File: config.mk
export PLATFORM = sky130hd
export DESIGN_NAME = cau_front
export DESIGN_NICKNAME = d
export VERILOG_FILES = /design/src/rtl/cau_pkg.sv /design/src/rtl/cau_front.sv
export SDC_FILE = /design/constraint.sdc
export NUM_CORES = 1
export LEC_CHECK = 0
export CAP_MARGIN = 30
export CELL_PAD_IN_SITES_DETAIL_PLACEMENT = 1
export CELL_PAD_IN_SITES_GLOBAL_PLACEMENT = 1
export CORE_MARGIN = 3
export CORE_UTILIZATION = 35
export CTS_CLUSTER_DIAMETER = 200
export DETAILED_ROUTE_END_ITERATION = 10
export DONT_BUFFER_PORTS = 1
export HOLD_SLACK_MARGIN = 0.1
export PLACE_DENSITY_LB_ADDON = 0.1
export SETUP_SLACK_MARGIN = 0.4
export SYNTH_ARGS = -nofsm -noshare
export SYNTH_HDL_FRONTEND = slang
export SYNTH_SLANG_ARGS = --single-unit
File: constraint.sdc
create_clock -name clk -period 5 [get_ports clk]
set_clock_uncertainty 0.15 [all_clocks]
set_input_delay 1 -clock clk [delete_from_list [all_inputs] [get_ports clk]]
set_output_delay 1 -clock clk [all_outputs]
set_load 0.005 [all_outputs]
File: src/rtl/cau_pkg.sv
// shared types, constants and codes of the complex arithmetic unit
package cau_pkg;

	localparam int DW  = 32;
	localparam int FB  = 16;
	localparam int PW  = 2 * DW;
	localparam int MW  = 2 * DW + 1;
	localparam int RW  = 3 * DW + 1;
	localparam int QD  = 4;
	localparam int QAW = $clog2(QD);

	typedef enum logic [1:0] {
		OP_ADD = 2'd0,
		OP_SUB = 2'd1,
		OP_MUL = 2'd2,
		OP_DIV = 2'd3
	} cau_op_t;

	typedef enum logic [1:0] {
		ST_OK   = 2'd0,
		ST_OVF  = 2'd1,
		ST_DIVZ = 2'd2
	} cau_status_t;

	typedef struct packed {
		cau_op_t               opcode;
		logic signed [DW-1:0]  x_real;
		logic signed [DW-1:0]  x_imag;
		logic signed [DW-1:0]  y_real;
		logic signed [DW-1:0]  y_imag;
	} cau_in_t;

	typedef struct packed {
		logic signed [DW-1:0]  res_real;
		logic signed [DW-1:0]  res_imag;
		cau_status_t           status;
	} cau_out_t;

	typedef struct packed {
		cau_op_t               op;
		logic                  divz;
		logic signed [DW-1:0]  xr;
		logic signed [DW-1:0]  xi;
		logic signed [DW-1:0]  yr;
		logic signed [DW-1:0]  yi;
	} cau_cmd_t;

	typedef struct packed {
		logic           is_div;
		logic           divz;
		logic           neg_re;
		logic           neg_im;
		logic [MW-1:0]  mag_re;
		logic [MW-1:0]  mag_im;
	} cau_tag_t;

endpackage

File: src/rtl/cau_front.sv
// front end: accepts and classifies transactions into a short command queue
module cau_front (
	input  logic              clk,
	input  logic              arst_n,
	input  logic              push,
	input  cau_pkg::cau_in_t  in_data,
	output logic              full,
	output cau_pkg::cau_cmd_t head,
	output logic              head_valid,
	input  logic              deq
);
	import cau_pkg::*;

	cau_cmd_t        mem_q [QD];
	logic [QAW-1:0]  wr_q;
	logic [QAW-1:0]  rd_q;
	logic [QAW:0]    cnt_q;
	cau_cmd_t        cmd;
	logic            wr_en;
	logic            rd_en;

	always_comb begin
		cmd.op   = in_data.opcode;
		cmd.xr   = in_data.x_real;
		cmd.xi   = in_data.x_imag;
		cmd.yr   = in_data.y_real;
		cmd.yi   = in_data.y_imag;
		cmd.divz = (in_data.opcode == OP_DIV) && (in_data.y_real == '0)
			&& (in_data.y_imag == '0);
	end

	assign full       = (cnt_q == (QAW+1)'(QD));
	assign head_valid = (cnt_q != '0);
	assign head       = mem_q[rd_q];
	assign wr_en      = push && !full;
	assign rd_en      = deq && head_valid;

	always_ff @(posedge clk or negedge arst_n) begin
		if (!arst_n) begin
			wr_q  <= '0;
			rd_q  <= '0;
			cnt_q <= '0;
		end else begin
			if (wr_en) begin
				wr_q <= wr_q + 1'b1;
			end
			if (rd_en) begin
				rd_q <= rd_q + 1'b1;
			end
			cnt_q <= cnt_q + (QAW+1)'(wr_en) - (QAW+1)'(rd_en);
		end
	end

	always_ff @(posedge clk) begin
		if (wr_en) begin
			mem_q[wr_q] <= cmd;
		end
	end

endmodule

# Yosys cells after proc, flatten, opt, wreduce, memory -nomap -nowiden
# Memories as Yosys holds them, arrays and structs flattened.
# Index checks and enable logic that the tools add are counted.
# W data, S select, Z words.
# word_totals
ff_bits,7
ram_bits,524
input_bits,134
output_inout_bits,133
word_cells,20
n_memories,1
# mem_list
name,depth,word_bits,read_ports,rd_clocked_by_memory_dff,write_ports,line,source
mem_q,4,131,1,0,1,cau_front.sv:14,cau_cmd_t mem_q [QD];
# classes
addsub,4
eq_ne,2
mux,2
n_reduce_logical,8
# ops
cell,count
$logic_not A32 Y1,2
$add A2 B1 Y2 const B,2
$logic_and A1 B1 Y1,4
$add A3 B1 Y3,1
$eq A3 B3 Y1 const B,1
$reduce_bool A3 Y1,1
$sub A3 B1 Y3,1
$eq A2 B2 Y1 const B,1
$mux W1,2
$logic_not A1 Y1,1

# Depth between registers and ports, before layout
# depth
depth_word,5
mapped_depth,11
depth_no_buf,10

# Worst setup path after synthesis
# Ideal clock, no wire load.
# synth_timing
kind,in2reg
from,input push
to,"memory mem_q[2][0] (netlist name), enable pin"
setup_time_ns,0.506
t_arrival_ns,4.380
required_time_ns,4.344
setup_slack_ns,-0.036
cell_stages,3
path_buffers,1
cell_sequence,nor2b_1 -> clkbuf_1 -> and2_1
# synth_via
elab_chain_cells,3
# synth_lines
item,line,source
start: declaration,cau_front.sv:5,"input logic push,"
$logic_and A1 B1 Y1,cau_front.sv:35,assign wr_en = push && !full;
$mux W1,cau_front.sv:55,if (wr_en) begin
$mux W1 (implied by the code),cau_front.sv:56,mem_q[wr_q] <= cmd;
end: declaration,cau_front.sv:14,
# No other way between the ends.

==> impl_metrics.json <==
{
  "status": "completed",
  "crit_path_end_kind": "primary output",
  "cts.htree.levels": 2,
  "critical_path.slowest_cell": "mux4_2",
  "die_area_mm2": 0.0584,
  "synth-simple-area-share_pct": 1.13,
  "grt_antenna_before_repair": 0,
  "cts_made_buffers": 55,
  "synth_area_leaders": "edfxtp_1 81%, mux4_2 15%, dfrtp_1 0.90%",
  "die_w_um": 242,
  "dp_hpwl_um": 26400,
  "core_mm2": 0.0543,
  "syn_inst": 745,
  "fin_crit_sh_pct": 75.4,
  "die-height_um": 242,
  "ys_seq_area_share_pct": 81.8,
  "routed_wl_um": 42300,
  "slew_headroom_pct": 42.4,
  "setup_viol": 0,
  "yosysTopAreaCell": "edfxtp_1",
  "ys_warn_count": 0,
  "gp_congestion": 0.705,
  "met3_length_um": 3980,
  "yosys.area_share.xor_xnor_pct": 0.225,
  "num_io_pins": 267,
  "drv_cap": 0,
  "clock_sinks": 531,
  "final_common_cell": "edfxtp_1",
  "post-route-drc-count": 0,
  "place_inst": 1469,
  "layout_common_cells": "524 x edfxtp_1, 131 x mux4_2, 55 x clkbuf_16",
  "synth_area_mm2": 0.0194,
  "layoutNonFillerInstCount": 1570,
  "power_leakage_nw": 6.84,
  "required_ns": 3.85,
  "ys_ff_latch": 531,
  "crit_arrival_ns": 2.62,
  "postCtsSetupRepairBufs": 0,
  "wl_per_cell_um": 26.9,
  "fmax_mhz": 265,
  "synth_compound_area_share_pct": 0.0257,
  "cts_tree": "done",
  "cts_buffer_depth": 3,
  "drive_above_1_share_pct": 28.4,
  "synth.top_cell.area_share_pct": 80.9,
  "top_layer": "met4",
  "ant_nets": 0,
  "critPathMaxFanout": 81,
  "slew_violations": 0,
  "rsz0062_at_grt": "false",
  "cts-root-buf": "clkbuf_16",
  "slowest_delay_ns": 0.66,
  "grt_max_degree": 82,
  "dr.pass1.iters": 4,
  "grt_first_pass_wirelength_um": 61800,
  "wl_met2_um": 21900,
  "track_usage_pct": 14.3,
  "viasPerCell": 4.98,
  "synth_mux_area_share_pct": 15.2,
  "antenna_cells": 0,
  "hold_viol": 0,
  "clkSlewWorstSetupHoldPaths_ns": 0.06,
  "synth_nets": 886,
  "tns_ns": 0,
  "ir_drop_mv": 0.358,
  "drt_iter0_drc": 451,
  "grt_overflow": 0,
  "power_mw": 13.2,
  "wl_met1_um": 15600,
  "port_buffers": 0,
  "critPathKind": "reg2out",
  "synthAdderAreaFrac_pct": 0.489,
  "path_cells": "buf_12 -> mux4_2",
  "start_util_pct": 35.8,
  "period_minus_slack_ns": 3.77,
  "power_density_mw_per_mm2": 594,
  "synth_top_family_by_area": "multiplexers",
  "final_nets": 929,
  "grt_pass1_vias": 8686,
  "synth_cell_type_count": 26,
  "rows": 85,
  "num_vias": 7823,
  "worst_slew_pin_slew_ns": 0.864,
  "hold_path.class": "in2reg",
  "area_growth_pct": 14.2,
  "clock_latency_ns": 0.58,
  "cp-start-kind": "flop",
  "avgSynthCellArea_um2": 26.1
}
report_power, final:
group	switching [mW]	internal [mW]	total, mW
logic	1.75	1.30	3.05
registers	0.276	5.87	6.14
clock network	1.64	2.37	4.01
critical path, delay by kind of cell (launching register included):
kind	cells	cell delay (ns)
DFF	1	0.65
buffers and inverters	1	0.43
muxes	1	0.66
through the flow:
stage	util [%]	worst slack [ns]	hold WS, ns	area [um2]
after floorplan	-	1.42	0.345	19400
after global placement	37.6	1.77	0.359	20400
after detailed placement	37.6	1.62	0.402	20400
after CTS	40.8	1.16	0.306	22200
after global routing	40.8	1.02	0.305	22200
final	40.8	1.23	0.355	22200
final timing paths:
check | startpoint | endpoint | slack, ns | cells past startpoint
min in group asynchronous | arst_n | rd_q[0] | 0.63 | 1
worst min-delay path | in_data[21] | mem_q[1][21] | 0.35 | 0
worst max register to register | cnt_q[2] | mem_q[0][97] | 2.19 | 4
worst min register to register | cnt_q[0] | cnt_q[0] | 0.40 | 1
worst max-delay path | rd_q[0] | head[103] | 1.23 | 2
max in group asynchronous | arst_n | rd_q[1] | 3.76 | 1
repair_timing:
| action | 4_1_cts | 5_1_grt |
|---|---|---|
| endpoints found under the hold margin | 7 | 0 |
| gates resized for setup | 0 | 0 |
| hold buffers | 1 | 0 |
Yosys cell counts:
library cell  instances
and2_1                5
and4b_1               1
buf_2                16
buf_6                 8
clkbuf_1              7
dfrtp_1               7
edfxtp_1            524
fa_1                  1
ha_1                  6
inv_1                 6
mux4_2              131
nand2_1               2
nand3_1               1
nand4_1               3
nor2_1                1
nor2b_1               1
nor3_2                1
nor3b_1               1
nor4_1               13
nor4_2                1
nor4b_1               1
o21ai_0               1
or3_1                 1
or4_4                 1
xnor2_1               4
xor2_1                1
cell type report:
class	count	area, um2
repair buffers	17	240
clock inverters	35	352
clock buffers	65	1410
multi-input cells	177	3320
inverters	6	22.5
flip-flops and latches	531	15900
fillers	4905	32200
well taps	739	925
state kept, by name (all words and copies together), names as in the netlist:
| register | count |
|---|---|
| wr_q | 2 |
| cnt_q | 3 |
| rd_q | 2 |
| mem_q | 524 |
kinds of logic (layout without fill, tap and decap cells):
kind of cell	Yosys count	after routing
muxes	131	131
xor gates and xnor gates	5	5
DFF	531	531
buffers and inverters	37	123
and+or+nand+nor	33	33
AOI/OAI and AO/OA	1	1
adders and majority gates	7	7
routing by layer:
metal	vias up	track usage, %
li1	3325	-
met1	4211	16.0
met2	230	25.0
met3	57	6.26
met4	0	3.96
met5	-	0
(Power assumes the default switching activity.)
